## src/cpr_pkg.sv

```systemverilog
`timescale 1ns / 1ps
// ----------------------------------------------------------------------------
// Clock page replacement package
// Shared constants, the back-end state type and the queue status bundle.
// ----------------------------------------------------------------------------
package cpr_pkg;

    localparam int FRAME_SLOTS_DEFAULT = 16;
    localparam int PAGE_BITS_DEFAULT   = 10;

    localparam int               CFG_W             = 5;
    localparam logic [CFG_W-1:0] FRAME_COUNT_RESET = 5'd4;

    localparam int FAULT_W       = 16;
    localparam int FRAME_IDX_W   = 4;
    localparam int FRAMES_USED_W = 5;

    localparam int QUEUE_DEPTH = 2;

    typedef enum logic [1:0] {
        ST_IDLE,
        ST_LOOKUP,
        ST_SWEEP,
        ST_EVICT
    } cpr_state_t;

    typedef struct packed {
        logic full;
        logic empty;
    } cpr_q_status_t;

endpackage

```

## src/clock_page_replacement_core.sv

```systemverilog
`timescale 1ns / 1ps
// ----------------------------------------------------------------------------
// Clock page replacement core
// Second-chance page replacement over a configurable set of frames.
// ----------------------------------------------------------------------------
// A reference is taken when start is high and busy is low; its result shows
// for exactly one cycle with done high and must be captured then, as the core
// cannot be held off. A lookup searches the filled frames below the frame
// count, one frame table read per cycle; on a replacement fault (N = active
// frames) the clock hand then visits at most N + 1 frames, one per cycle.
// References are queued two deep in front of the back end, so busy rises
// only when that queue is full.
// Write the frame count on the cfg channel only while the core is idle.
// ----------------------------------------------------------------------------
module clock_page_replacement_core #(
    parameter int MAX_FRAME_SLOTS = cpr_pkg::FRAME_SLOTS_DEFAULT,
    parameter int PAGE_BITS       = cpr_pkg::PAGE_BITS_DEFAULT
) (
    input  logic                              clk,
    input  logic                              rst_n,
    // reference channel
    input  logic                              start,
    output logic                              busy,
    input  logic [PAGE_BITS-1:0]              page,
    // result channel
    output logic                              done,
    output logic                              hit,
    output logic [cpr_pkg::FRAME_IDX_W-1:0]   frame_index,
    output logic                              evicted,
    output logic [PAGE_BITS-1:0]              evicted_page,
    output logic [cpr_pkg::FAULT_W-1:0]       fault_total,
    output logic [cpr_pkg::FRAMES_USED_W-1:0] frames_used,
    // frame count register write channel
    input  logic                              cfg_valid,
    output logic                              cfg_ready,
    input  logic [cpr_pkg::CFG_W-1:0]         cfg_data
);

    localparam int CNT_W   = $clog2(MAX_FRAME_SLOTS + 1);
    localparam int ENTRY_W = PAGE_BITS + CNT_W;

    cpr_pkg::cpr_q_status_t q_status;
    logic                   q_push;
    logic                   q_pop;
    logic [ENTRY_W-1:0]     q_wr_data;
    logic [ENTRY_W-1:0]     q_rd_data;

    // Front end: accept each transfer, clamp the frame count and queue both.
    cpr_front #(
        .MAX_FRAME_SLOTS (MAX_FRAME_SLOTS),
        .PAGE_BITS       (PAGE_BITS)
    ) u_front (
        .clk       (clk),
        .rst_n     (rst_n),
        .start     (start),
        .page      (page),
        .busy      (busy),
        .cfg_valid (cfg_valid),
        .cfg_ready (cfg_ready),
        .cfg_data  (cfg_data),
        .q_status  (q_status),
        .q_push    (q_push),
        .q_data    (q_wr_data)
    );

    // Decouple the two halves so each can stall on its own.
    cpr_queue #(
        .DEPTH (cpr_pkg::QUEUE_DEPTH),
        .WIDTH (ENTRY_W)
    ) u_queue (
        .clk     (clk),
        .rst_n   (rst_n),
        .push    (q_push),
        .wr_data (q_wr_data),
        .pop     (q_pop),
        .rd_data (q_rd_data),
        .status  (q_status)
    );

    // Back end: search, load or sweep the hand, then strobe the result.
    cpr_back #(
        .MAX_FRAME_SLOTS (MAX_FRAME_SLOTS),
        .PAGE_BITS       (PAGE_BITS)
    ) u_back (
        .clk          (clk),
        .rst_n        (rst_n),
        .q_status     (q_status),
        .q_data       (q_rd_data),
        .q_pop        (q_pop),
        .done         (done),
        .hit          (hit),
        .frame_index  (frame_index),
        .evicted      (evicted),
        .evicted_page (evicted_page),
        .fault_total  (fault_total),
        .frames_used  (frames_used)
    );

endmodule

```

## src/cpr_queue.sv

```systemverilog
`timescale 1ns / 1ps
// ----------------------------------------------------------------------------
// Clock page replacement request queue
// Short FIFO that decouples the accepting front end from the back end.
// ----------------------------------------------------------------------------
module cpr_queue #(
    parameter int DEPTH = cpr_pkg::QUEUE_DEPTH,
    parameter int WIDTH = 8
) (
    input  logic                  clk,
    input  logic                  rst_n,
    input  logic                  push,
    input  logic [WIDTH-1:0]      wr_data,
    input  logic                  pop,
    output logic [WIDTH-1:0]      rd_data,
    output cpr_pkg::cpr_q_status_t status
);

    localparam int PTR_W   = (DEPTH > 1) ? $clog2(DEPTH) : 1;
    localparam int COUNT_W = $clog2(DEPTH + 1);

    logic [WIDTH-1:0]   entry_reg [DEPTH];
    logic [PTR_W-1:0]   wr_ptr_reg, wr_ptr_next;
    logic [PTR_W-1:0]   rd_ptr_reg, rd_ptr_next;
    logic [COUNT_W-1:0] count_reg, count_next;

    function automatic logic [PTR_W-1:0] ptr_inc(input logic [PTR_W-1:0] ptr);
        if (32'(ptr) == DEPTH - 1)
            return '0;
        else
            return ptr + 1'b1;
    endfunction

    always_comb
    begin
        wr_ptr_next = push ? ptr_inc(wr_ptr_reg) : wr_ptr_reg;
        rd_ptr_next = pop  ? ptr_inc(rd_ptr_reg) : rd_ptr_reg;
        count_next  = count_reg;
        if (push && !pop)
            count_next = count_reg + 1'b1;
        else if (pop && !push)
            count_next = count_reg - 1'b1;
    end

    always_ff @(posedge clk or negedge rst_n)
    begin
        if (!rst_n)
        begin
            wr_ptr_reg <= '0;
            rd_ptr_reg <= '0;
            count_reg  <= '0;
        end
        else
        begin
            wr_ptr_reg <= wr_ptr_next;
            rd_ptr_reg <= rd_ptr_next;
            count_reg  <= count_next;
        end
    end

    always_ff @(posedge clk)
    begin
        if (push)
            entry_reg[wr_ptr_reg] <= wr_data;
    end

    assign rd_data      = entry_reg[rd_ptr_reg];
    assign status.full  = (32'(count_reg) == DEPTH);
    assign status.empty = (count_reg == '0);

endmodule

```

## src/cpr_front.sv

```systemverilog
`timescale 1ns / 1ps
// ----------------------------------------------------------------------------
// Clock page replacement front end
// Holds the frame count register, clamps it and queues each reference.
// ----------------------------------------------------------------------------
module cpr_front #(
    parameter int MAX_FRAME_SLOTS = cpr_pkg::FRAME_SLOTS_DEFAULT,
    parameter int PAGE_BITS       = cpr_pkg::PAGE_BITS_DEFAULT
) (
    input  logic                                  clk,
    input  logic                                  rst_n,
    input  logic                                  start,
    input  logic [PAGE_BITS-1:0]                  page,
    output logic                                  busy,
    input  logic                                  cfg_valid,
    output logic                                  cfg_ready,
    input  logic [cpr_pkg::CFG_W-1:0]             cfg_data,
    input  cpr_pkg::cpr_q_status_t                q_status,
    output logic                                  q_push,
    output logic [PAGE_BITS+$clog2(MAX_FRAME_SLOTS+1)-1:0] q_data
);

    localparam int CNT_W = $clog2(MAX_FRAME_SLOTS + 1);

    logic [cpr_pkg::CFG_W-1:0] frame_count_reg;
    logic [CNT_W-1:0]          active_frames;

    always_ff @(posedge clk or negedge rst_n)
    begin
        if (!rst_n)
            frame_count_reg <= cpr_pkg::FRAME_COUNT_RESET;
        else if (cfg_valid && cfg_ready)
            frame_count_reg <= cfg_data;
    end

    // Clamp to 1..MAX_FRAME_SLOTS.
    always_comb
    begin
        if (frame_count_reg == '0)
            active_frames = CNT_W'(1);
        else if (32'(frame_count_reg) > MAX_FRAME_SLOTS)
            active_frames = CNT_W'(MAX_FRAME_SLOTS);
        else
            active_frames = CNT_W'(frame_count_reg);
    end

    assign cfg_ready = 1'b1;
    assign busy      = q_status.full;
    assign q_push    = start && !q_status.full;
    assign q_data    = {page, active_frames};

endmodule

```

## src/cpr_back.sv

```systemverilog
`timescale 1ns / 1ps
// ----------------------------------------------------------------------------
// Clock page replacement back end
// Scans the frame table, loads or sweeps the clock hand and drives results.
// ----------------------------------------------------------------------------
module cpr_back #(
    parameter int MAX_FRAME_SLOTS = cpr_pkg::FRAME_SLOTS_DEFAULT,
    parameter int PAGE_BITS       = cpr_pkg::PAGE_BITS_DEFAULT
) (
    input  logic                                  clk,
    input  logic                                  rst_n,
    input  cpr_pkg::cpr_q_status_t                q_status,
    input  logic [PAGE_BITS+$clog2(MAX_FRAME_SLOTS+1)-1:0] q_data,
    output logic                                  q_pop,
    output logic                                  done,
    output logic                                  hit,
    output logic [cpr_pkg::FRAME_IDX_W-1:0]       frame_index,
    output logic                                  evicted,
    output logic [PAGE_BITS-1:0]                  evicted_page,
    output logic [cpr_pkg::FAULT_W-1:0]           fault_total,
    output logic [cpr_pkg::FRAMES_USED_W-1:0]     frames_used
);

    localparam int SLOT_W = (MAX_FRAME_SLOTS > 1) ? $clog2(MAX_FRAME_SLOTS) : 1;
    localparam int CNT_W  = $clog2(MAX_FRAME_SLOTS + 1);
    localparam int IDX_W  = cpr_pkg::FRAME_IDX_W;
    localparam int USED_W = cpr_pkg::FRAMES_USED_W;
    localparam int FLT_W  = cpr_pkg::FAULT_W;

    cpr_pkg::cpr_state_t state_reg, state_next;

    logic [PAGE_BITS-1:0]       page_reg, page_next;
    logic [CNT_W-1:0]           n_reg, n_next;
    logic [CNT_W-1:0]           search_reg, search_next;
    logic [CNT_W-1:0]           scan_reg, scan_next;
    logic                       cmp_valid_reg, cmp_valid_next;
    logic [SLOT_W-1:0]          cmp_idx_reg, cmp_idx_next;
    logic [SLOT_W-1:0]          hand_reg, hand_next;
    logic [SLOT_W-1:0]          victim_reg, victim_next;
    logic [CNT_W-1:0]           occ_reg, occ_next;
    logic [FLT_W-1:0]           fault_reg, fault_next;
    logic [MAX_FRAME_SLOTS-1:0] use_bits_reg, use_bits_next;
    logic                       done_reg, done_next;

    logic                       res_hit_reg, res_hit_next;
    logic [IDX_W-1:0]           res_frame_reg, res_frame_next;
    logic                       res_evicted_reg, res_evicted_next;
    logic [PAGE_BITS-1:0]       res_evpage_reg, res_evpage_next;

    logic [PAGE_BITS-1:0]       page_mem [MAX_FRAME_SLOTS];
    logic [PAGE_BITS-1:0]       rd_data_reg;
    logic                       mem_we;
    logic [SLOT_W-1:0]          mem_waddr;
    logic [SLOT_W-1:0]          mem_raddr;

    logic [PAGE_BITS-1:0]       entry_page;
    logic [CNT_W-1:0]           entry_n;
    logic                       match;
    logic                       last_cmp;
    logic                       has_free;
    logic [SLOT_W-1:0]          hand_inc;
    logic                       victim_found;

    assign entry_page = q_data[PAGE_BITS+CNT_W-1:CNT_W];
    assign entry_n    = q_data[CNT_W-1:0];

    assign match    = cmp_valid_reg && (rd_data_reg == page_reg);
    assign last_cmp = (search_reg == '0) ||
                      (cmp_valid_reg && (CNT_W'(cmp_idx_reg) == search_reg - 1'b1));
    assign has_free = (occ_reg < n_reg);
    assign hand_inc = (CNT_W'(hand_reg) + 1'b1 == n_reg) ? '0 : hand_reg + 1'b1;
    assign victim_found = !use_bits_reg[hand_reg];

    // Next state
    always_comb
    begin
        state_next = state_reg;
        unique case (state_reg)
            cpr_pkg::ST_IDLE:
                if (!q_status.empty)
                    state_next = cpr_pkg::ST_LOOKUP;
            cpr_pkg::ST_LOOKUP:
                if (match || (last_cmp && has_free))
                    state_next = cpr_pkg::ST_IDLE;
                else if (last_cmp)
                    state_next = cpr_pkg::ST_SWEEP;
            cpr_pkg::ST_SWEEP:
                if (victim_found)
                    state_next = cpr_pkg::ST_EVICT;
            cpr_pkg::ST_EVICT:
                state_next = cpr_pkg::ST_IDLE;
            default:
                state_next = cpr_pkg::ST_IDLE;
        endcase
    end

    // Datapath and outputs
    always_comb
    begin
        q_pop            = 1'b0;
        page_next        = page_reg;
        n_next           = n_reg;
        search_next      = search_reg;
        scan_next        = scan_reg;
        cmp_valid_next   = 1'b0;
        cmp_idx_next     = cmp_idx_reg;
        hand_next        = hand_reg;
        victim_next      = victim_reg;
        occ_next         = occ_reg;
        fault_next       = fault_reg;
        use_bits_next    = use_bits_reg;
        done_next        = 1'b0;
        res_hit_next     = res_hit_reg;
        res_frame_next   = res_frame_reg;
        res_evicted_next = res_evicted_reg;
        res_evpage_next  = res_evpage_reg;
        mem_we           = 1'b0;
        mem_waddr        = victim_reg;
        mem_raddr        = scan_reg[SLOT_W-1:0];

        unique case (state_reg)
            cpr_pkg::ST_IDLE:
            begin
                if (!q_status.empty)
                begin
                    q_pop       = 1'b1;
                    page_next   = entry_page;
                    n_next      = entry_n;
                    search_next = (occ_reg < entry_n) ? occ_reg : entry_n;
                    scan_next   = '0;
                end
            end
            cpr_pkg::ST_LOOKUP:
            begin
                // Issue one read per cycle, compare the one issued before.
                if (scan_reg < search_reg)
                begin
                    scan_next      = scan_reg + 1'b1;
                    cmp_valid_next = 1'b1;
                    cmp_idx_next   = scan_reg[SLOT_W-1:0];
                end
                if (match)
                begin
                    use_bits_next[cmp_idx_reg] = 1'b1;
                    done_next        = 1'b1;
                    res_hit_next     = 1'b1;
                    res_frame_next   = IDX_W'(cmp_idx_reg);
                    res_evicted_next = 1'b0;
                    res_evpage_next  = '0;
                end
                else if (last_cmp && has_free)
                begin
                    // Cold load into the next free frame.
                    mem_we           = 1'b1;
                    mem_waddr        = occ_reg[SLOT_W-1:0];
                    use_bits_next[occ_reg[SLOT_W-1:0]] = 1'b1;
                    occ_next         = occ_reg + 1'b1;
                    done_next        = 1'b1;
                    res_hit_next     = 1'b0;
                    res_frame_next   = IDX_W'(occ_reg[SLOT_W-1:0]);
                    res_evicted_next = 1'b0;
                    res_evpage_next  = '0;
                end
                else if (last_cmp)
                begin
                    if (fault_reg != '1)
                        fault_next = fault_reg + 1'b1;
                    if (CNT_W'(hand_reg) >= n_reg)
                        hand_next = '0;
                end
            end
            cpr_pkg::ST_SWEEP:
            begin
                mem_raddr = hand_reg;
                hand_next = hand_inc;
                if (victim_found)
                begin
                    victim_next             = hand_reg;
                    use_bits_next[hand_reg] = 1'b1;
                end
                else
                begin
                    use_bits_next[hand_reg] = 1'b0;
                end
            end
            cpr_pkg::ST_EVICT:
            begin
                mem_we           = 1'b1;
                mem_waddr        = victim_reg;
                done_next        = 1'b1;
                res_hit_next     = 1'b0;
                res_frame_next   = IDX_W'(victim_reg);
                res_evicted_next = 1'b1;
                res_evpage_next  = rd_data_reg;
            end
            default:
            begin
                q_pop = 1'b0;
            end
        endcase
    end

    always_ff @(posedge clk or negedge rst_n)
    begin
        if (!rst_n)
        begin
            state_reg     <= cpr_pkg::ST_IDLE;
            cmp_valid_reg <= 1'b0;
            hand_reg      <= '0;
            occ_reg       <= '0;
            fault_reg     <= '0;
            use_bits_reg  <= '0;
            done_reg      <= 1'b0;
        end
        else
        begin
            state_reg     <= state_next;
            cmp_valid_reg <= cmp_valid_next;
            hand_reg      <= hand_next;
            occ_reg       <= occ_next;
            fault_reg     <= fault_next;
            use_bits_reg  <= use_bits_next;
            done_reg      <= done_next;
        end
    end

    always_ff @(posedge clk)
    begin
        page_reg        <= page_next;
        n_reg           <= n_next;
        search_reg      <= search_next;
        scan_reg        <= scan_next;
        cmp_idx_reg     <= cmp_idx_next;
        victim_reg      <= victim_next;
        res_hit_reg     <= res_hit_next;
        res_frame_reg   <= res_frame_next;
        res_evicted_reg <= res_evicted_next;
        res_evpage_reg  <= res_evpage_next;
    end

    always_ff @(posedge clk)
    begin
        if (mem_we)
            page_mem[mem_waddr] <= page_reg;
        rd_data_reg <= page_mem[mem_raddr];
    end

    assign done         = done_reg;
    assign hit          = res_hit_reg;
    assign frame_index  = res_frame_reg;
    assign evicted      = res_evicted_reg;
    assign evicted_page = res_evpage_reg;
    assign fault_total  = fault_reg;
    assign frames_used  = USED_W'(occ_reg);

endmodule

```

## config.mk

```make
export PLATFORM = sky130hd
export DESIGN_NAME = clock_page_replacement_core
export DESIGN_NICKNAME = d
export VERILOG_FILES = /design/src/cpr_pkg.sv /design/src/clock_page_replacement_core.sv /design/src/cpr_queue.sv /design/src/cpr_front.sv /design/src/cpr_back.sv
export SDC_FILE = /design/constraint.sdc
export NUM_CORES = 1
export LEC_CHECK = 0
export BUFFER_PORTS_ARGS = -buffer_cell sky130_fd_sc_hd__buf_2
export CORE_ASPECT_RATIO = 0.75
export CORE_UTILIZATION = 30
export CTS_CLUSTER_SIZE = 16
export DETAILED_ROUTE_END_ITERATION = 10
export PLACE_DENSITY = 0.49
export SETUP_SLACK_MARGIN = 0.2
export SYNTH_ARGS = -nofsm -noshare
export SYNTH_HDL_FRONTEND = slang
export SYNTH_SLANG_ARGS = --single-unit
```

## constraint.sdc

```tcl
create_clock -name clk -period 5.1 [get_ports clk]
set_input_delay 0.765 -clock clk [delete_from_list [all_inputs] [get_ports clk]]
set_output_delay 0.765 -clock clk [all_outputs]
set_load 0.02 [all_outputs]
```

Word-level counts from Yosys, hierarchy flattened
Memories as Yosys holds them, arrays and structs flattened. A register that Yosys moved wholly into a read port is not among the register bits. Cells that the tools add are included. W data, S select, Z words.

Bits in registers: 103. Memory bits (writable): 190. Input bits: 19. Logic and storage cells: 163. Memories kept: 2.

Add/subtract/negate cells: 10. Magnitude comparators: 11. Equal/unequal tests: 17. Multiplexer cells: 61. Bitwise gates (word level): 9. Reductions and logical operators: 32.

Memories: u_back.page_mem (words 16, bits a word 10, read ports 1, clocked after Yosys merged registers in 1, write ports 1, RTL line cpr_back.sv:50) `logic [PAGE_BITS-1:0] page_mem [MAX_FRAME_SLOTS];`; u_queue.entry_reg (words 2, bits a word 15, read ports 1, clocked after Yosys merged registers in 0, write ports 1, RTL line cpr_queue.sv:22) `logic [WIDTH-1:0] entry_reg [DEPTH];`.

Operators by type and width (count): $mux W16 (3); $or A16 B16 Y16 (3); $mux W4 (11); $pmux W16 S2 (1); $mux W5 (5); $mux W1 (20); $mux W10 (2); $pmux W10 S2 (1); $add A16 B1 Y16 const B (1); $and A16 B16 Y16 (1); $ne A16 B16 Y1 const B (1); $not A16 Y16 (1); $pmux W4 S2 (2); $lt A4 B5 Y1 const B (3); $lt A5 B5 Y1 (3); $demux W1 S4 (3); $ge A4 B1 Y1 const B (3); $mux W2 (6); $add A5 B1 Y5 const B (2); $eq A10 B10 Y1 (1); $logic_not A5 Y1 (2); $pmux W5 S2 (1); $reduce_and A2 Y1 (5); $reduce_and A5 Y1 (2); 25 further kinds (57).

Depth between registers and ports, before layout
Word-level depth: 10. Depth in mapped cells: 11. Depth with buffers taken out: 9.

Modules after synthesis
A second synthesis with hierarchy kept.

Cell total of the unflattened synthesis: 914. Area, all modules: 13536.7 µm².

Modules (own cells, without submodules): cpr_back (times used 1, cells an instance 819, area each 11897.7 µm²); cpr_queue (times used 1, cells an instance 63, area each 1321.3 µm²); cpr_front (times used 1, cells an instance 32, area each 317.8 µm²).

Least setup slack after synthesis
Ideal clock, no wire load.

Path type: reg2reg. Start: reg u_back.occ_reg[2] (netlist: u_back.frames_used[2]). End: mem u_back.page_mem[4][0] (netlist name), enable pin. Library setup time: 407 ps. Data arrival time: 3024 ps. Slack: 1668 ps. Cell stages (with the launch flop): 9. Buffers on the path: 1. Cells stage by stage: dfrtp_1 ha_1 a21oi_1 o21ai_0 a31oi_1 and3_1 nand3_2 clkbuf_1 o41ai_1.

Word-level cells in the longest chain between the ends: 7.

RTL lines: from (decl) (RTL line cpr_back.sv:40) `logic [CNT_W-1:0] occ_reg, occ_next;`; from (signal assigned) (RTL line cpr_back.sv:220) `occ_reg <= occ_next;`; $lt A5 B5 Y1 (RTL line cpr_back.sv:70) `assign has_free = (occ_reg < n_reg);`; $logic_and A1 B1 Y1 (RTL line cpr_back.sv:151) `else if (last_cmp && has_free)`; $mux W1 (RTL line cpr_back.sv:151); $mux W1 (RTL line cpr_back.sv:142) `if (match)`; $pmux W1 S2 (RTL line cpr_back.sv:121) `unique case (state_reg)`; $mux W1 (RTL line cpr_back.sv:243) `if (mem_we)`; $mux W1 (implied by the code) (RTL line cpr_back.sv:244) `page_mem[mem_waddr] <= page_reg;`; to (decl) (RTL line cpr_back.sv:50).

Several ways; a longest one is shown, not always the timed one.

Final worst setup path
Start: reg u_back.occ_reg[2] (netlist: u_back.frames_used[2]). End: mem u_back.page_mem[2][8] (netlist name), enable pin.

The elaborated chain is that of the path after synthesis.

==> results.yml <==
layout:
  area_delta_synth_final_pct: 15.8
  nets: 1046
  drive_gt1_frac: 0.240
  largest_reg_flops: 160
  diodes: 0
  fin_area_um2: 15600
  final.fill_count: 4198
  seq_area_um2: 8730
  multi_input_area_um2: 4510
clocking:
  post-cts-setup-buffers: 0
  cts_tree: "built"
  cts_sinks: 303
  cts_resized: 0
  clk_pin_slew_worst_paths_ns: 0.07
  cts_buffer_depth: 3
  cts_inserted_buffers: 30
  clk-insertion-delay-late_ns: 0.57
  cts_root_buffer: "clkbuf_16"
  cts.htree.levels: 1
  cts_hold_buf: 0
setup_path:
  r2r_cells: 8
  cp-end-kind: "flop"
  critPathMaxFanout: 37
  cp_slowest_stage_delay_ns: 0.78
  crit_arrival_ns: 3.92
  crit_start: "u_back.frames_used[2]"
  worstPathCellList: "ha_1 > a21oi_1 > o21ai_0 > a31oi_1 > and3_1 > nand3_2 > o41ai_2 > buf_4"
  cp.required_ns: 5.35
  r2r-start: "u_back.frames_used[2]"
  critical_path.slowest_cell: "dfrtp_1"
  start_kind: "flop"
  critPathKind: "flop to flop"
pwr:
  ir_worst_vdd_uv: 257
  cellPowerDensity_nw_per_um2: 540
  p_leak_nw: 5.61
floorplanning:
  die_w_um: 247
  start_util: 0.308
  die_y_um: 186
  coreArea_um2: 43800
  rows: 66
  dieArea_um2: 45800
  ios: 59
timing:
  tightestPinTransition_ns: 0.998
  slew-limit-headroom: 0.334
  period_minus_slack_ns: 3.67
  hold_viol: 0
  fmax_mhz: 273
  final.setup.tns_ns: 0
  rsz0062_at_grt: "false"
  setup_viol: 0
  period_share: 0.719
  drv_slew: 0
  clock_skew_ns: 0.0161
yosys:
  synth_edf_count: 239
  syn_inst: 920
  post_synth_num_cell_types: 61
  ys_warn_count: 0
  netlist_area_um2: 13500
  avgSynthCellArea_um2: 14.7
  synth_ff_type: "edfxtp_1"
  synth_seq_cells: 303
  async_flop_share: 0.178
  synth_fp_nets: 971
  seq_area_frac_synth: 0.647
place:
  place_area_um2: 14600
  place.gp.congestion: 0.823
  dp_hpwl_um: 22000
  port_buffers: 57
detailed_routing:
  drtIter0Drc: 720
  postRouteAntennaNets: 0
  dr.pass1.iters: 8
  drc: 6
  wl_um: 33700
  via_per_inst: 5.03
  avgRoutedWirePerCell_um: 21.1
  num_vias: 8025
global_route:
  grt_pass1_wl_um: 50700
  gr-total-overflow: 0
  grt_max_degree: 55
  grt_pass1_vias: 7750
  track_usage: 0.148
  grt_antenna_before_repair: 3
worst_hold_path:
  hp-class: "input port to asynchronous set/reset pin"
outcome:
  status: "finished with violations"
  failed_checks: "DRC"
job:
  cap_viol_max_count: 0
==> through the flow <==
stage,cells,setup slack [ns],utilization,hold WS (ns),power (mW)
finish,1597,1.43,0.356,0.346,8.43
global route,1597,1.15,0.356,0.366,8.89
CTS,1597,1.47,0.356,0.366,8.50
detailed placement,1541,1.46,0.333,0.483,6.21
global placement,1541,1.53,0.333,0.475,6.18
floorplan,920,1.67,-,0.451,5.33
==> Yosys cell counts, types with 15 or more instances <==
cell type    n  area (um2)
a21oi_1     33         165
dfrtp_1     53        1330
and2_1      25         156
inv_1       34         128
and3_1      15        93.8
a31oi_1     22         138
mux2_2      29         327
nand3_1     40         200
o21ai_0     20         100
ha_1        32         400
clkbuf_1    27         101
xor2_1      19         166
mux4_2      44         991
edfxtp_1   239        7180
nor2b_1     15        93.8
xnor2_1     27         236
nand2_1     68         255
nor2_1      23        86.3
==> report_power, final <==
part	switching (mW)	leakage (nW)	internal (mW)
combinational	1.40	2.13	0.961
sequential	0.487	2.97	3.31
clock	0.947	0.504	1.33
==> placed cells by master, fill, tap and decap left out, types with 4 or more instances in the layout <==
master	synthesis	routed
nor3_1	6	6
dfrtp_1	53	53
xnor2_1	27	27
a21oi_1	33	33
clkbuf_1	27	6
mux2_2	29	29
nor2_1	23	23
clkbuf_16	0	31
nor4_2	4	4
nand2_1	68	68
a311oi_1	5	5
nand4_1	12	12
inv_1	34	34
o211ai_1	4	4
o31ai_2	0	4
o31ai_1	10	6
o21ai_0	20	18
mux2i_1	7	4
and3_1	15	15
and2_1	25	25
buf_2	7	57
nor2b_1	15	15
dfxtp_1	10	10
clkbuf_8	0	5
a211oi_1	10	10
edfxtp_1	239	239
o41ai_2	0	6
nand3_1	40	40
a31oi_1	22	22
ha_1	32	32
buf_4	4	31
nor3_2	7	7
or3_1	4	4
mux4_2	44	44
nand2b_1	12	12
clkinv_2	1	10
xor2_1	19	19
a2111oi_0	4	4
==> path summary, 6_finish.rpt <==
check | slack (ns) | to
max | 1.43 | u_back.page_mem[2][8]
min | 0.35 | asynchronous set/reset pin
max reg2reg | 1.43 | u_back.page_mem[2][8]
min reg2reg | 0.49 | u_back.fault_total[7]
max in group asynchronous | 4.21 | u_front.frame_count_reg[4]
min in group clk | 0.39 | u_queue.entry_reg[1][12]
==> cells by family (layout without fill, tap and decap cells) <==
family / after synthesis / in the layout / synth area share
DFF: 303 / 303 / 0.647
and+or+nand+nor: 243 / 243 / 0.0968
AOI/OAI and AO/OA: 135 / 135 / 0.0677
muxes: 80 / 80 / 0.103
buffers and inverters: 80 / 179 / 0.0259
xor gates and xnor gates: 46 / 46 / 0.0299
adders and majority gates: 32 / 32 / 0.0297
other: 1 / 1 / 0.000278
==> per-layer routing <==
layer  global-route usage  vias up  share of wire
met2                0.198      236           0.40
met5                    0        -              0
li1                     -     3666              -
met3               0.0278       43          0.056
met1                0.241     4080           0.53
met4               0.0299        0          0.017
==> layout make-up <==
| class | instances | area share |
|---|---|---|
| Clock buffer | 42 | 0.0555 |
| Clock inverter | 14 | 0.00937 |
| Inverter | 35 | 0.00849 |
| Multi-Input combinational cell | 537 | 0.289 |
| Tap cell | 578 | 0.0463 |
| Timing Repair Buffer | 88 | 0.0331 |
| Sequential cell | 303 | 0.559 |
==> critical path, delay by kind of cell, from the launching register on <==
family	cells	cell delay [ns]
buf+inv	1	0.33
simple gates	2	0.88
fa+ha+maj	1	0.36
compound gates	4	0.99
flops	1	0.78
(Power assumes the default switching activity.)
